[config.mk]
export PLATFORM = sky130hd
export DESIGN_NAME = windowed_min_after_start_unit
export DESIGN_NICKNAME = d
export VERILOG_FILES = /design/src/sv/wmas_pkg.sv /design/src/sv/windowed_min_after_start_unit.sv /design/src/sv/wmas_core.sv /design/src/sv/wmas_out_fifo.sv
export SDC_FILE = /design/constraint.sdc
export NUM_CORES = 1
export LEC_CHECK = 0
export BUFFER_PORTS_ARGS = -buffer_cell sky130_fd_sc_hd__buf_2
export CORE_ASPECT_RATIO = 1.75
export CORE_MARGIN = 3
export CORE_UTILIZATION = 55
export DETAILED_ROUTE_END_ITERATION = 7
export GPL_TIMING_DRIVEN = 1
export PLACE_DENSITY = 0.75
export RECOVER_POWER = 25
export SETUP_SLACK_MARGIN = 0.15
export SLEW_MARGIN = 0
export SYNTH_ARGS = -nofsm -noshare
export SYNTH_HDL_FRONTEND = slang
export SYNTH_SLANG_ARGS = --single-unit
[constraint.sdc]
create_clock -name i_clk -period 10.2 [get_ports i_clk]
set_input_delay 3.06 -clock i_clk [delete_from_list [all_inputs] [get_ports i_clk]]
set_output_delay 3.06 -clock i_clk [all_outputs]
set_load 0.05 [all_outputs]
[src/sv/wmas_pkg.sv]
// Package for the windowed minimum-after-start unit.
// Holds result types, queue sizing and the index saturation limit.
// No dependencies.
package wmas_pkg;

    localparam int MAX_SAMPLES = 65536;
    localparam logic [15:0] IDX_CAP =
        (MAX_SAMPLES - 1 > 65535) ? 16'hFFFF : 16'(MAX_SAMPLES - 1);

    localparam int FIFO_DEPTH = 4;
    localparam int FIFO_AW    = $clog2(FIFO_DEPTH);
    localparam int FIFO_CW    = $clog2(FIFO_DEPTH + 1);

    typedef struct packed {
        logic [15:0] index;
        logic [9:0]  glucose;
        logic        valid;
    } t_best;

    typedef struct packed {
        logic        last;
        logic        found_valid;
        logic [9:0]  min_glucose;
        logic [15:0] min_index;
    } t_result;

    // running minimum update; strict compare keeps the earliest on ties
    function automatic t_best take_sample(t_best b, logic [15:0] idx,
                                          logic [9:0] g, logic v);
        t_best r;
        r = b;
        if (v && (!b.valid || g < b.glucose)) begin
            r.glucose = g;
            r.valid   = 1'b1;
            r.index   = idx;
        end
        return r;
    endfunction

    function automatic t_result make_result(t_best b, logic last);
        t_result r;
        r.last        = last;
        r.found_valid = b.valid;
        r.min_glucose = b.valid ? b.glucose : 10'd0;
        r.min_index   = b.index;
        return r;
    endfunction

endpackage

[src/sv/windowed_min_after_start_unit.sv]
// Windowed minimum-after-start unit, top level; uses wmas_pkg, wmas_core, wmas_out_fifo.
// Results are written to the output queue at the input transfer edge.
// Throughput: one sample per cycle while the queue keeps room for two results;
// output drains one result per cycle while m_axis_tready is high, so the queue depth sets stall behavior.
// Reset: synchronous active-low; clears window state, index and queue,
// and loads window_seconds with 14400.
module windowed_min_after_start_unit import wmas_pkg::*; (
    input  logic        i_clk,
    input  logic        i_rst_n,
    input  logic        i_cfg_we,
    input  logic [19:0] i_cfg_wdata,
    input  logic        s_axis_tvalid,
    output logic        s_axis_tready,
    input  logic [47:0] s_axis_tdata,   // sample_time[31:0], glucose[41:32], zero pad
    input  logic [1:0]  s_axis_tuser,   // glucose_valid[0], is_start[1]
    input  logic        s_axis_tlast,   // series_end
    output logic        m_axis_tvalid,
    input  logic        m_axis_tready,
    output logic [31:0] m_axis_tdata,   // min_index[15:0], min_glucose[25:16],
                                        // found_valid[26], zero pad
    output logic        m_axis_tlast    // last_in_run
);

    t_result    res0;
    t_result    res1;
    t_result    head;
    logic [1:0] res_cnt;
    logic       room2;
    logic       accept;

    assign accept        = s_axis_tvalid && room2;
    assign s_axis_tready = room2;

    wmas_core u_core (
        .i_clk           (i_clk),
        .i_rst_n         (i_rst_n),
        .i_cfg_we        (i_cfg_we),
        .i_cfg_wdata     (i_cfg_wdata),
        .i_accept        (accept),
        .i_sample_time   (s_axis_tdata[31:0]),
        .i_glucose       (s_axis_tdata[41:32]),
        .i_glucose_valid (s_axis_tuser[0]),
        .i_is_start      (s_axis_tuser[1]),
        .i_series_end    (s_axis_tlast),
        .o_res0          (res0),
        .o_res1          (res1),
        .o_res_cnt       (res_cnt)
    );

    wmas_out_fifo u_fifo (
        .i_clk      (i_clk),
        .i_rst_n    (i_rst_n),
        .i_res0     (res0),
        .i_res1     (res1),
        .i_push_cnt (res_cnt),
        .o_room2    (room2),
        .o_valid    (m_axis_tvalid),
        .o_data     (head),
        .i_pop      (m_axis_tready)
    );

    assign m_axis_tdata = {5'd0, head.found_valid, head.min_glucose, head.min_index};
    assign m_axis_tlast = head.last;

endmodule

[src/sv/wmas_core.sv]
// Window tracking and running minimum; produces up to two results per transfer.
// Depends on wmas_pkg.
module wmas_core import wmas_pkg::*; (
    input  logic          i_clk,
    input  logic          i_rst_n,
    input  logic          i_cfg_we,
    input  logic [19:0]   i_cfg_wdata,
    input  logic          i_accept,
    input  logic [31:0]   i_sample_time,
    input  logic [9:0]    i_glucose,
    input  logic          i_glucose_valid,
    input  logic          i_is_start,
    input  logic          i_series_end,
    output t_result       o_res0,
    output t_result       o_res1,
    output logic [1:0]    o_res_cnt
);

    logic [19:0] r_win_sec;
    logic [15:0] r_index,  n_index;
    logic        r_open,   n_open;
    logic [32:0] r_end,    n_end;
    t_best       r_best,   n_best;

    logic        in_win;
    logic        emit_a;
    logic        emit_b;
    logic        open_mid;
    t_best       best_a;
    t_best       best_b;

    always_comb begin
        in_win   = r_open && ({1'b0, i_sample_time} <= r_end);
        best_a   = in_win ? take_sample(r_best, r_index, i_glucose, i_glucose_valid)
                          : r_best;
        emit_a   = r_open && (!in_win || i_is_start);
        open_mid = i_is_start || (r_open && !emit_a);
        best_b   = best_a;
        n_end    = r_end;
        if (i_is_start) begin
            best_b.glucose = 10'd0;
            best_b.valid   = 1'b0;
            best_b.index   = r_index;
            best_b = take_sample(best_b, r_index, i_glucose, i_glucose_valid);
            n_end  = {1'b0, i_sample_time} + {13'd0, r_win_sec};
        end
        emit_b = i_series_end && open_mid;
        n_open = open_mid && !i_series_end;
        n_best = best_b;
        if (i_series_end) begin
            n_index = 16'd0;
        end else if (r_index < IDX_CAP) begin
            n_index = r_index + 16'd1;
        end else begin
            n_index = r_index;
        end

        o_res0    = emit_a ? make_result(best_a, !emit_b) : make_result(best_b, 1'b1);
        o_res1    = make_result(best_b, 1'b1);
        o_res_cnt = i_accept ? ({1'b0, emit_a} + {1'b0, emit_b}) : 2'd0;
    end

    always_ff @(posedge i_clk) begin
        if (!i_rst_n) begin
            r_win_sec <= 20'd14400;
            r_index   <= '0;
            r_open    <= 1'b0;
            r_end     <= '0;
            r_best    <= '0;
        end else begin
            if (i_cfg_we) begin
                r_win_sec <= i_cfg_wdata;
            end
            if (i_accept) begin
                r_index <= n_index;
                r_open  <= n_open;
                r_end   <= n_end;
                r_best  <= n_best;
            end
        end
    end

`ifndef SYNTHESIS
    a_two_needs_start: assert property (@(posedge i_clk) disable iff (!i_rst_n)
        (o_res_cnt == 2'd2) |-> (i_is_start && i_series_end && r_open))
        else $error("two results without start and series end");
    a_series_end_closes: assert property (@(posedge i_clk) disable iff (!i_rst_n)
        (i_accept && i_series_end) |=> (!r_open && r_index == 16'd0))
        else $error("series end left window open or index nonzero");
`endif

endmodule

[src/sv/wmas_out_fifo.sv]
// Small result queue; takes up to two results per cycle, releases one per transfer.
// Depends on wmas_pkg.
module wmas_out_fifo import wmas_pkg::*; (
    input  logic        i_clk,
    input  logic        i_rst_n,
    input  t_result     i_res0,
    input  t_result     i_res1,
    input  logic [1:0]  i_push_cnt,
    output logic        o_room2,
    output logic        o_valid,
    output t_result     o_data,
    input  logic        i_pop
);

    t_result               r_mem [FIFO_DEPTH];
    logic [FIFO_AW-1:0]    r_wptr, n_wptr;
    logic [FIFO_AW-1:0]    r_rptr, n_rptr;
    logic [FIFO_CW-1:0]    r_count, n_count;
    logic                  pop;
    logic [FIFO_AW-1:0]    wptr1;

    always_comb begin
        pop     = i_pop && (r_count != '0);
        wptr1   = r_wptr + FIFO_AW'(1);
        n_wptr  = r_wptr + FIFO_AW'(i_push_cnt);
        n_rptr  = r_rptr + FIFO_AW'(pop);
        n_count = r_count + FIFO_CW'(i_push_cnt) - FIFO_CW'(pop);
        o_room2 = (r_count <= FIFO_CW'(FIFO_DEPTH - 2));
        o_valid = (r_count != '0);
        o_data  = r_mem[r_rptr];
    end

    always_ff @(posedge i_clk) begin
        if (i_push_cnt != 2'd0) begin
            r_mem[r_wptr] <= i_res0;
        end
        if (i_push_cnt == 2'd2) begin
            r_mem[wptr1] <= i_res1;
        end
    end

    always_ff @(posedge i_clk) begin
        if (!i_rst_n) begin
            r_wptr  <= '0;
            r_rptr  <= '0;
            r_count <= '0;
        end else begin
            r_wptr  <= n_wptr;
            r_rptr  <= n_rptr;
            r_count <= n_count;
        end
    end

`ifndef SYNTHESIS
    a_no_overflow: assert property (@(posedge i_clk) disable iff (!i_rst_n)
        (i_push_cnt != 2'd0) |-> (FIFO_CW'(i_push_cnt) + r_count <= FIFO_CW'(FIFO_DEPTH)))
        else $error("result queue overflow");
    a_count_tracks: assert property (@(posedge i_clk) disable iff (!i_rst_n)
        (i_push_cnt == 2'd0 && !pop) |=> $stable(r_count))
        else $error("queue count moved without push or pop");
`endif

endmodule
==> flow_metrics.tcl, run 1 <==
set metrics [dict create \
    status "complete, but fails checks" \
    violations "max-capacitance violations, max-slew violations" \
    crit_buf_inv 2 \
    ctsHoldBuffers 0 \
    io_pins 111 \
    synth_seq_cells 216 \
    worst_clock_skew_ns 0.01469 \
    vias_per_cell 6.143 \
    drt-initial-drc-count 669 \
    cts_resized 0 \
    power_density_nw_per_um2 191.5 \
    worstMarginPinSlew_ns 2.135 \
    numPortBuffers 99 \
    min-delay-path-class "register to register" \
    grt_usage_pct 24.32 \
    synthArstFlopShare_pct 0 \
    fin_nets 1403 \
    fillCellCount 1820 \
    endpoint_kind "register" \
    ir_drop_v 0.0001389 \
    chipWidth_microns 119.2 \
    worstSetupPathType "input port to register" \
    synthDistinctLibCells 75 \
    cp_max_fo 27 \
    cts_root_buf "clkbuf_16" \
    cts-htree-levels 1 \
    synth_seq_area_share_pct 43.84 \
    fin_cells 1565 \
    grt_max_degree 50 \
    area_growth_syn_to_layout_pct 10.79 \
    coreArea_sq_um 21760 \
    rsz0062_at_grt "false" \
    max_freq_ghz 0.1240 \
    synth_warnings 0 \
    avgSynthCellArea_sq_um 10.29 \
    placement.cell_area_sq_um 12940 \
    vias 9614 \
    max_slew_margin_pct -42.54 \
    synth_cells 1198 \
    syn-cell-area_sq_um 12330 \
    drive_gt1_share_pct 15.11 \
    crit_top_cell "ha_1" \
    arrival_ns 8.42 \
    routabilityCongestion 0.8533 \
    path_cells "buf_2 -> ha_1 -> nand4_1 -> nor3_1 -> o311ai_2 -> nand3_4 -> nand2_1 -> a21oi_1 -> nor2b_1 -> ha_1 -> o21ai_1 -> o21ai_2 -> buf_4 -> a22oi_1 -> nor2_2 -> a22o_1" \
    clk_latency_ns 0.51 \
    initial_core_util_pct 56.64 \
    synth.area.top_cells "edfxtp_1 26%, dfxtp_1 18%, ha_1 6.9%" \
    slew_violations 80 \
    path_clk_slew_ns 0.06 \
    grt_overflow 0 \
    period_needed_ns 8.062 \
    required_ns 10.56 \
    stdcell_area_sq_um 13660 \
    total_power_mw 2.616 \
    die_h_microns 204.1 \
    grt_pass1_wl_mm 48.29 \
    yosys.area.top_type_share_pct 26.31 \
    cts.path.max_buffers 3 \
    rows 71 \
    wl_per_cell_microns 18.90 \
    yosysTopAreaCell "edfxtp_1" \
    setup_tns_ns 0 \
    cts_made_buffers 21 \
    hold_viol_final 0 \
    cap_violations 2 \
    die_area_sq_um 24320 \
    start_kind "input port" \
    first_pass_iters 5 \
    cts_tree "yes" \
    cts_setup_buffers 0 \
    path_delay_family "compound AO/OA/AOI/OAI gates" \
    antenna_found_initial 2 \
    synth_edf_count 108 \
    wl_mm 29.58 \
    netlist_top_cells_count "108 x dfxtp_1, 108 x edfxtp_1, 101 x nand2_1, 73 x a22o_1, 68 x ha_1" \
    clkSinkCount 216 \
    antenna_left 0 \
    grt_pass1_vias 9675 \
    dpl.cell_count 1526 \
    ys.flop_type "edfxtp_1" \
    crit_slowest_cell "o21ai_2" \
    slowest_delay_ns 0.97 \
    setup_viol 0 \
    leakage_nw 5.007 \
    post-route-period-util_pct 79.04 \
    drc 0 \
    hpwl_mm 20.96 \
]
## worst reg2reg max path: stages (launching register included)
cell and delay [ns]:
dfxtp_1 0.33, inv_1 0.04, ha_1 0.29, nand4_1 0.13
nor3_1 0.64, o311ai_2 0.32, nand3_4 0.38, nand2_1 0.09
a21oi_1 0.15, nor2b_1 0.06, ha_1 0.36, o21ai_1 0.32
o21ai_2 0.97, buf_4 0.39, a22oi_1 0.12, nor2_2 0.70
a22o_1 0.29
## where the power goes
part	internal (mW)	switching [mW]	leakage, nW
logic	0.262	0.476	2.81
registers	0.964	0.0725	1.84
clock network	0.502	0.340	0.354
## layout by cell type, fill, tap and decap left out, types with 5 or more instances in the layout
cell type / n
edfxtp_1: 108
dfxtp_1: 107
nand2_1: 101
buf_2: 84
a22o_1: 73
ha_1: 68
inv_1: 66
o21ai_0: 64
a21oi_1: 51
nor2_1: 42
o22ai_1: 41
mux2i_1: 36
nand3_1: 33
mux4_2: 28
nand4_1: 23
or3_1: 22
clkbuf_16: 21
nor2b_1: 20
a31oi_1: 20
a21o_1: 19
clkbuf_1: 18
and2_1: 17
xnor2_1: 16
xor2_1: 16
nor3_1: 15
a21boi_0: 14
o221ai_1: 11
o21a_1: 8
nand2b_1: 8
and3_1: 7
buf_4: 7
conb_1: 5
## area by class of cell
class,count,area (sq um),area share [%]
multi-input cells,844,6356,46.54
flip-flops and latches,216,5406,39.58
clock buffers,25,570.5,4.177
repair buffers,108,536.8,3.930
well taps,292,365.4,2.675
inverters,66,247.7,1.814
clock inverters,12,170.2,1.246
diodes,2,5.005,0.03664
## flip-flops by register name, indices dropped and copies added (netlist names)
signal	count
u_fifo.r_rptr	2
u_core.r_win_sec	20
u_core.r_best	27
u_fifo.r_wptr	2
u_core.r_open	1
u_core.r_index	16
u_fifo.r_mem	112
u_core.r_end	33
u_fifo.r_count	3
## worst paths after layout
kind	endpoint	cells after the start	slack, ns	start
max reg2reg	u_fifo.r_mem[1][1]$_DFFE_PP_	16	4.46	u_core.r_end[15]$_SDFFE_PN0P_
min reg2reg	u_fifo.r_mem[3][27]$_SDFFE_PP1N_	1	0.47	u_fifo.r_mem[3][27]$_SDFFE_PP1N_
min	u_fifo.r_mem[3][27]$_SDFFE_PP1N_	1	0.47	u_fifo.r_mem[3][27]$_SDFFE_PP1N_
max	u_fifo.r_mem[1][1]$_DFFE_PP_	16	2.14	s_axis_tdata[15]
## logic make-up (layout without fill, tap and decap cells)
family	count (synthesis)	after routing	share of synthesized area, %
and+or+nand+nor	322	322	13.72
DFF	216	216	43.84
xor gates and xnor gates	32	32	2.273
other	1	7	0.03042
muxes	64	64	8.038
adders and majority gates	70	70	7.226
buffers and inverters	142	211	4.790
AOI/OAI and AO/OA	351	351	20.08
## layer usage
metal	GRT usage, %	routed length [microns]
met1	25.53	10590
met2	47.68	16460
met3	3.102	1402
met4	10.32	1116
met5	0	7
## per-stage QoR
step | util (%) | hold slack, ns | worst slack, ns
after floorplan | - | 0.4310 | 1.757
after CTS | 62.86 | 0.4671 | 2.128
after global routing | 62.74 | 0.4814 | 1.730
after detailed placement | 59.45 | 0.4518 | 1.633
after global placement | 59.45 | 0.4402 | 1.715
final | 62.75 | 0.4670 | 2.138
Note: power is estimated with default switching activity, not from simulation.
==> inputs of run 2 (changes only) <==
==> constraint.sdc (replaced) <==
create_clock -name i_clk -period 7.64 [get_ports i_clk]
set_input_delay 2.292 -clock i_clk [delete_from_list [all_inputs] [get_ports i_clk]]
set_output_delay 2.292 -clock i_clk [all_outputs]
set_load 0.05 [all_outputs]
==> run 2 against run 1 <==
Effect of this change:
- the flow still finishes with violations (max-capacitance violations, max-slew violations)
- global-route usage hardly changed
- design area rose by 0.13%
- non-clock buffer count increased by 11
- power grew 32%
- die area is the same
- clock skew is 0.0042 ns lower
- highest routed layer unchanged
- largest cell class unchanged
- critical path depth shrank 1
==> flow_metrics.tcl, run 2 (synthesized netlist as in run 1, its figures left out) <==
set metrics [dict create \
    status "complete, but fails checks" \
    violations "max-capacitance violations, max-slew violations" \
    min-delay-path-class "register to register" \
    period_needed_ns 6.592 \
    setup_viol 0 \
    crit-reg2reg-launch "u_core.r_end[28]$_SDFFE_PN0P_" \
    die_h_microns 204.1 \
    ctsHoldBuffers 0 \
    final_util_pct 62.83 \
    clk_latency_ns 0.51 \
    cts-htree-levels 1 \
    top_register "u_fifo.r_mem" \
    ir_drop_v 0.0001575 \
    rows 71 \
    rr_worst_depth 15 \
    stdcell_area_sq_um 13680 \
    fin_nets 1414 \
    crit_path_start "s_axis_tdata[28]" \
    largest_reg_flops 112 \
    cts_made_buffers 21 \
    hpwl_mm 21.14 \
    dpl.cell_count 1537 \
    layout_commonest_cell "edfxtp_1" \
    drc 0 \
    io_pins 111 \
    coreArea_sq_um 21760 \
    worst_clock_skew_ns 0.01054 \
    cts_resized 0 \
    slew_violations 115 \
    cts_root_buf "clkbuf_16" \
    cp_max_fo 27 \
    clkSinkCount 216 \
    die_area_sq_um 24320 \
    cts.path.max_buffers 3 \
    placement.cell_area_sq_um 13020 \
    whs_path_depth 2 \
    endpoint_kind "register" \
    wl_mm 29.84 \
    first_pass_iters 5 \
    required_ns 8.01 \
    top_regs "u_fifo.r_mem (112), u_core.r_end (33), u_core.r_best (27)" \
    arrival_ns 6.96 \
    initial_core_util_pct 56.64 \
    worstMarginPinSlew_ns 2.116 \
    grt_usage_pct 24.31 \
    hold_start "u_core.r_end[2]$_SDFFE_PN0P_" \
    max_slew_margin_pct -41.04 \
    hold_viol_final 0 \
    grt_max_degree 48 \
    chipWidth_microns 119.2 \
    final_cell_mix "108 x edfxtp_1, 107 x dfxtp_1, 101 x nand2_1, 82 x buf_2, 73 x a22o_1" \
    drt-initial-drc-count 720 \
    setup_ws_ns 1.048 \
    fin_cells 1576 \
    grt_pass1_vias 9745 \
    area_growth_syn_to_layout_pct 10.93 \
    numPortBuffers 99 \
    routabilityCongestion 0.8647 \
    grt_overflow 0 \
    drive_gt1_share_pct 15.12 \
    setup_tns_ns 0 \
    vias 9719 \
    grt_pass1_wl_mm 48.03 \
    max_freq_ghz 0.1517 \
    wl_per_cell_microns 18.94 \
    cts_setup_buffers 0 \
    antenna_left 0 \
    post-route-period-util_pct 86.28 \
    vias_per_cell 6.167 \
    cap_violations 3 \
    start_kind "input port" \
    rsz0062_at_grt "false" \
    cts_tree "yes" \
    dp_slack_ns 0.7661 \
    antenna_found_initial 2 \
    path_clk_slew_ns 0.07 \
    power_density_nw_per_um2 252.3 \
    worstSetupPathType "input port to register" \
    leakage_nw 5.038 \
]
-- run 2: cell count changes in the layout (fill, tap and decap cells not counted), sizes merged --
cell,previous run,this run
clkinv,4,7
clkinvlp,4,0
buf,91,100
clkbuf,42,44
diode,2,1
bufinv,4,3
inv,66,69
-- run 2: path summary, 6_finish.rpt --
| kind | end | slack, ns |
|---|---|---|
| setup / recovery | u_fifo.r_mem[3][1]$_DFFE_PP_ | 1.05 |
| hold / removal | u_core.r_end[2]$_SDFFE_PN0P_ | 0.47 |
| setup reg to reg | u_fifo.r_mem[3][1]$_DFFE_PP_ | 2.61 |
| hold reg to reg | u_core.r_end[2]$_SDFFE_PN0P_ | 0.47 |
-- run 2: power by group --
part,switching [mW],internal [mW],leakage (nW)
clock network,0.454,0.623,0.349
logic,0.638,0.352,2.85
registers,0.0965,1.29,1.84
-- run 2: cell type report --
class	count	area, sq um
repair buffers	119	616.8
well taps	292	365.4
flip-flops and latches	216	5406
fillers	1820	8089
multi-input cells	844	6334
clock inverters	13	152.6
inverters	66	247.7
diodes	1	2.502
clock buffers	25	550.5
-- run 2: critical path, cell delays in order --
cell and delay [ns]:
clkbuf_1 0.11, ha_1 0.34, nand4_1 0.27, nor4_1 0.74
a21oi_1 0.25, nand3_4 0.38, nand2_1 0.09, a21oi_1 0.15
nor2b_1 0.06, ha_1 0.35, o21ai_1 0.07, buf_4 0.24
o21ai_2 0.65, o21a_1 0.72, a22o_1 0.24
-- run 2: stage by stage --
stage | hold WS, ns | power (mW)
floorplan | 0.4310 | 2.171
global placement | 0.4402 | 2.386
detailed placement | 0.4530 | 2.408
CTS | 0.4650 | 3.477
global route | 0.4792 | 3.604
finish | 0.4654 | 3.450
-- run 2: layer usage --
| metal | global-route usage [%] | vias to the layer above | routed length (microns) |
|---|---|---|---|
| met4 | 10.44 | 2 | 1066 |
| met1 | 25.49 | 4678 | 10540 |
| met5 | 0 | - | 7 |
| met3 | 2.935 | 75 | 1604 |
| met2 | 47.74 | 318 | 16630 |
| li1 | - | 4646 | - |
==> inputs of run 3 (changes only) <==
--- a/config.mk
+++ b/config.mk
@@ -6,7 +6,6 @@
 export NUM_CORES = 1
 export LEC_CHECK = 0
 export BUFFER_PORTS_ARGS = -buffer_cell sky130_fd_sc_hd__buf_2
-export CORE_ASPECT_RATIO = 1.75
 export CORE_MARGIN = 3
 export CORE_UTILIZATION = 55
 export DETAILED_ROUTE_END_ITERATION = 7
==> run 3 against run 2 <==
Effect of this change:
- the run still ends with max-capacitance violations, max-slew violations left
- largest power group unchanged
- combinational power is essentially flat
- maximum frequency grew 7.0%
- first-iteration DRC count shrank 10%
- clock skew grew 0.0084 ns
- setup slack gained 0.43 ns
==> flow_metrics.tcl, run 3 (synthesized netlist as in run 1, its figures left out) <==
set metrics [dict create \
    first_pass_iters 5 \
    routabilityCongestion 0.8617 \
    setup_tns_ns 0 \
    path_clk_slew_ns 0.06 \
    slew_violations 137 \
    rsz0062_at_grt "false" \
    die_area_sq_um 24250 \
    placement.cell_area_sq_um 12970 \
    drt-initial-drc-count 648 \
    io_pins 111 \
    chipWidth_microns 155.7 \
    wl_mm 29.36 \
    worstSetupPathType "input port to register" \
    endpoint_kind "register" \
    switching_power_mw 1.196 \
    fin_nets 1413 \
    crit-reg2reg-launch "u_core.r_end[14]$_SDFFE_PN0P_" \
    cap_violations 4 \
    initial_core_util_pct 56.32 \
    final_util_pct 62.68 \
    crit_buf_inv 2 \
    drive_gt1_share_pct 15.41 \
    grt_usage_pct 24.08 \
    die_h_microns 155.7 \
    setup_viol 0 \
    top_regs "u_fifo.r_mem (112), u_core.r_end (33), u_core.r_best (27)" \
    clk_latency_ns 0.53 \
    rows 54 \
    cts_setup_buffers 0 \
    grt_pass1_vias 9505 \
    top_register "u_fifo.r_mem" \
    total_power_mw 3.504 \
    final_cell_mix "108 x edfxtp_1, 107 x dfxtp_1, 101 x nand2_1, 87 x buf_2, 73 x a22o_1" \
    arrival_ns 6.53 \
    slowest_delay_ns 0.69 \
    antenna_left 0 \
    post-route-period-util_pct 80.60 \
    cp_max_fo 27 \
    stdcell_area_sq_um 13720 \
    wl_per_cell_microns 18.75 \
    fin_cells 1566 \
    whs_path_depth 2 \
    path_delay_family "compound AO/OA/AOI/OAI gates" \
    layout_commonest_cell "edfxtp_1" \
    start_kind "input port" \
    vias_per_cell 6.123 \
    hold_end "u_core.r_end[10]$_SDFFE_PN0P_" \
    coreArea_sq_um 21890 \
    r2r_slack_ns 3.02 \
    seqPwrFrac_pct 39.5 \
    ir_drop_v 0.0001188 \
    hold_slack_ns 0.4692 \
    fillCellCount 1798 \
    cts.path.max_buffers 3 \
    drc 0 \
    grt_pass1_wl_mm 47.81 \
    leakage_nw 5.066 \
    switching_share_pct 34.14 \
    clock_power_share_pct 32.3 \
    required_ns 8.01 \
    largest_reg_flops 112 \
    cts_tree "yes" \
    hold_viol_final 0 \
    grt_overflow 0 \
    dpl.cell_count 1521 \
    max_freq_ghz 0.1624 \
    grt_max_degree 47 \
    worstMarginPinSlew_ns 2.060 \
    reg2reg_to "u_fifo.r_mem[2][1]$_DFFE_PP_" \
    dp_slack_ns 0.9700 \
    min-delay-path-class "register to register" \
    vias 9588 \
    hold_start "u_core.r_end[10]$_SDFFE_PN0P_" \
    hpwl_mm 19.64 \
    violations "max-capacitance violations, max-slew violations" \
    path_cells "clkbuf_1 -> ha_1 -> nor2b_1 -> o21bai_1 -> a31oi_1 -> o311ai_2 -> nand3_4 -> nand2_1 -> a21oi_1 -> nor2b_1 -> ha_1 -> nand2_4 -> or3_1 -> o21ai_2 -> buf_4 -> o21a_1 -> a22o_1" \
    p_int_mw 2.308 \
    period_needed_ns 6.158 \
    rr_worst_depth 15 \
    status "complete, but fails checks" \
    cts-htree-levels 1 \
    worst_clock_skew_ns 0.01897 \
    cts_root_buf "clkbuf_16" \
    area_growth_syn_to_layout_pct 11.30 \
    ctsHoldBuffers 0 \
    power_density_nw_per_um2 255.4 \
    cts_resized 0 \
    max_slew_margin_pct -37.51 \
    clkSinkCount 216 \
    cts_made_buffers 24 \
    setup_ws_ns 1.482 \
    antenna_found_initial 3 \
    p_comb_share_pct 28.2 \
    numPortBuffers 99 \
    crit_slowest_cell "o21a_1" \
]
-- run 3: final cells by class --
type | instances | area, sq um | area share [%]
Clock buffer | 36 | 695.7 | 5.070
Multi-Input combinational cell | 844 | 6342 | 46.22
Timing Repair Buffer | 115 | 589.3 | 4.295
Tap cell | 280 | 350.3 | 2.553
Sequential cell | 216 | 5406 | 39.40
Antenna cell | 1 | 2.502 | 0.01824
Inverter | 66 | 247.7 | 1.806
Clock inverter | 8 | 86.33 | 0.6292
-- run 3: worst reg2reg max path, stage by stage (launching register included) --
cell and delay (ns):
dfxtp_1 0.32, inv_1 0.04, ha_1 0.30, nand4_1 0.12, nor3_1 0.54, o311ai_2 0.32
nand3_4 0.38, nand2_1 0.09, a21oi_1 0.15, nor2b_1 0.06, ha_1 0.34, or3_1 0.46
o21ai_2 0.10, buf_4 0.30, o21a_1 0.69, a22o_1 0.25
-- run 3: how the worst max path moves through the flow --
stage	endpoint	from	slack [ns]	cells after the start
2_1_floorplan	u_fifo.r_mem[2][7]$_DFFE_PP_	s_axis_tdata[24]	0.81	17
3_3_place_gp	u_fifo.r_mem[1][15]$_DFFE_PP_	s_axis_tdata[16]	1.05	15
3_5_place_dp	u_fifo.r_mem[2][1]$_DFFE_PP_	s_axis_tdata[15]	0.97	15
4_1_cts	u_fifo.r_mem[2][1]$_DFFE_PP_	s_axis_tdata[15]	1.48	15
5_1_grt	u_fifo.r_mem[2][1]$_DFFE_PP_	s_axis_tdata[14]	1.18	17
6_report	u_fifo.r_mem[2][1]$_DFFE_PP_	s_axis_tdata[1]	1.48	17
-- run 3: power groups by stage --
stage | logic, mW | clock network [mW] | registers [mW]
2_1_floorplan | 0.830 | 0 | 1.34
3_3_place_gp | 0.971 | 0 | 1.41
3_5_place_dp | 0.988 | 0 | 1.41
4_1_cts | 0.992 | 1.15 | 1.39
5_1_grt | 1.08 | 1.20 | 1.40
6_report | 0.989 | 1.13 | 1.38
-- run 3: routing by layer --
| layer | routed length [microns] | track usage, % | share of wire, % | vias up |
|---|---|---|---|---|
| li1 | - | - | - | 4652 |
| met1 | 12530 | 31.83 | 43 | 4550 |
| met2 | 14100 | 40.87 | 48 | 337 |
| met3 | 2274 | 4.494 | 7.7 | 45 |
| met4 | 424 | 6.711 | 1.4 | 4 |
| met5 | 32 | 0 | 0.11 | - |
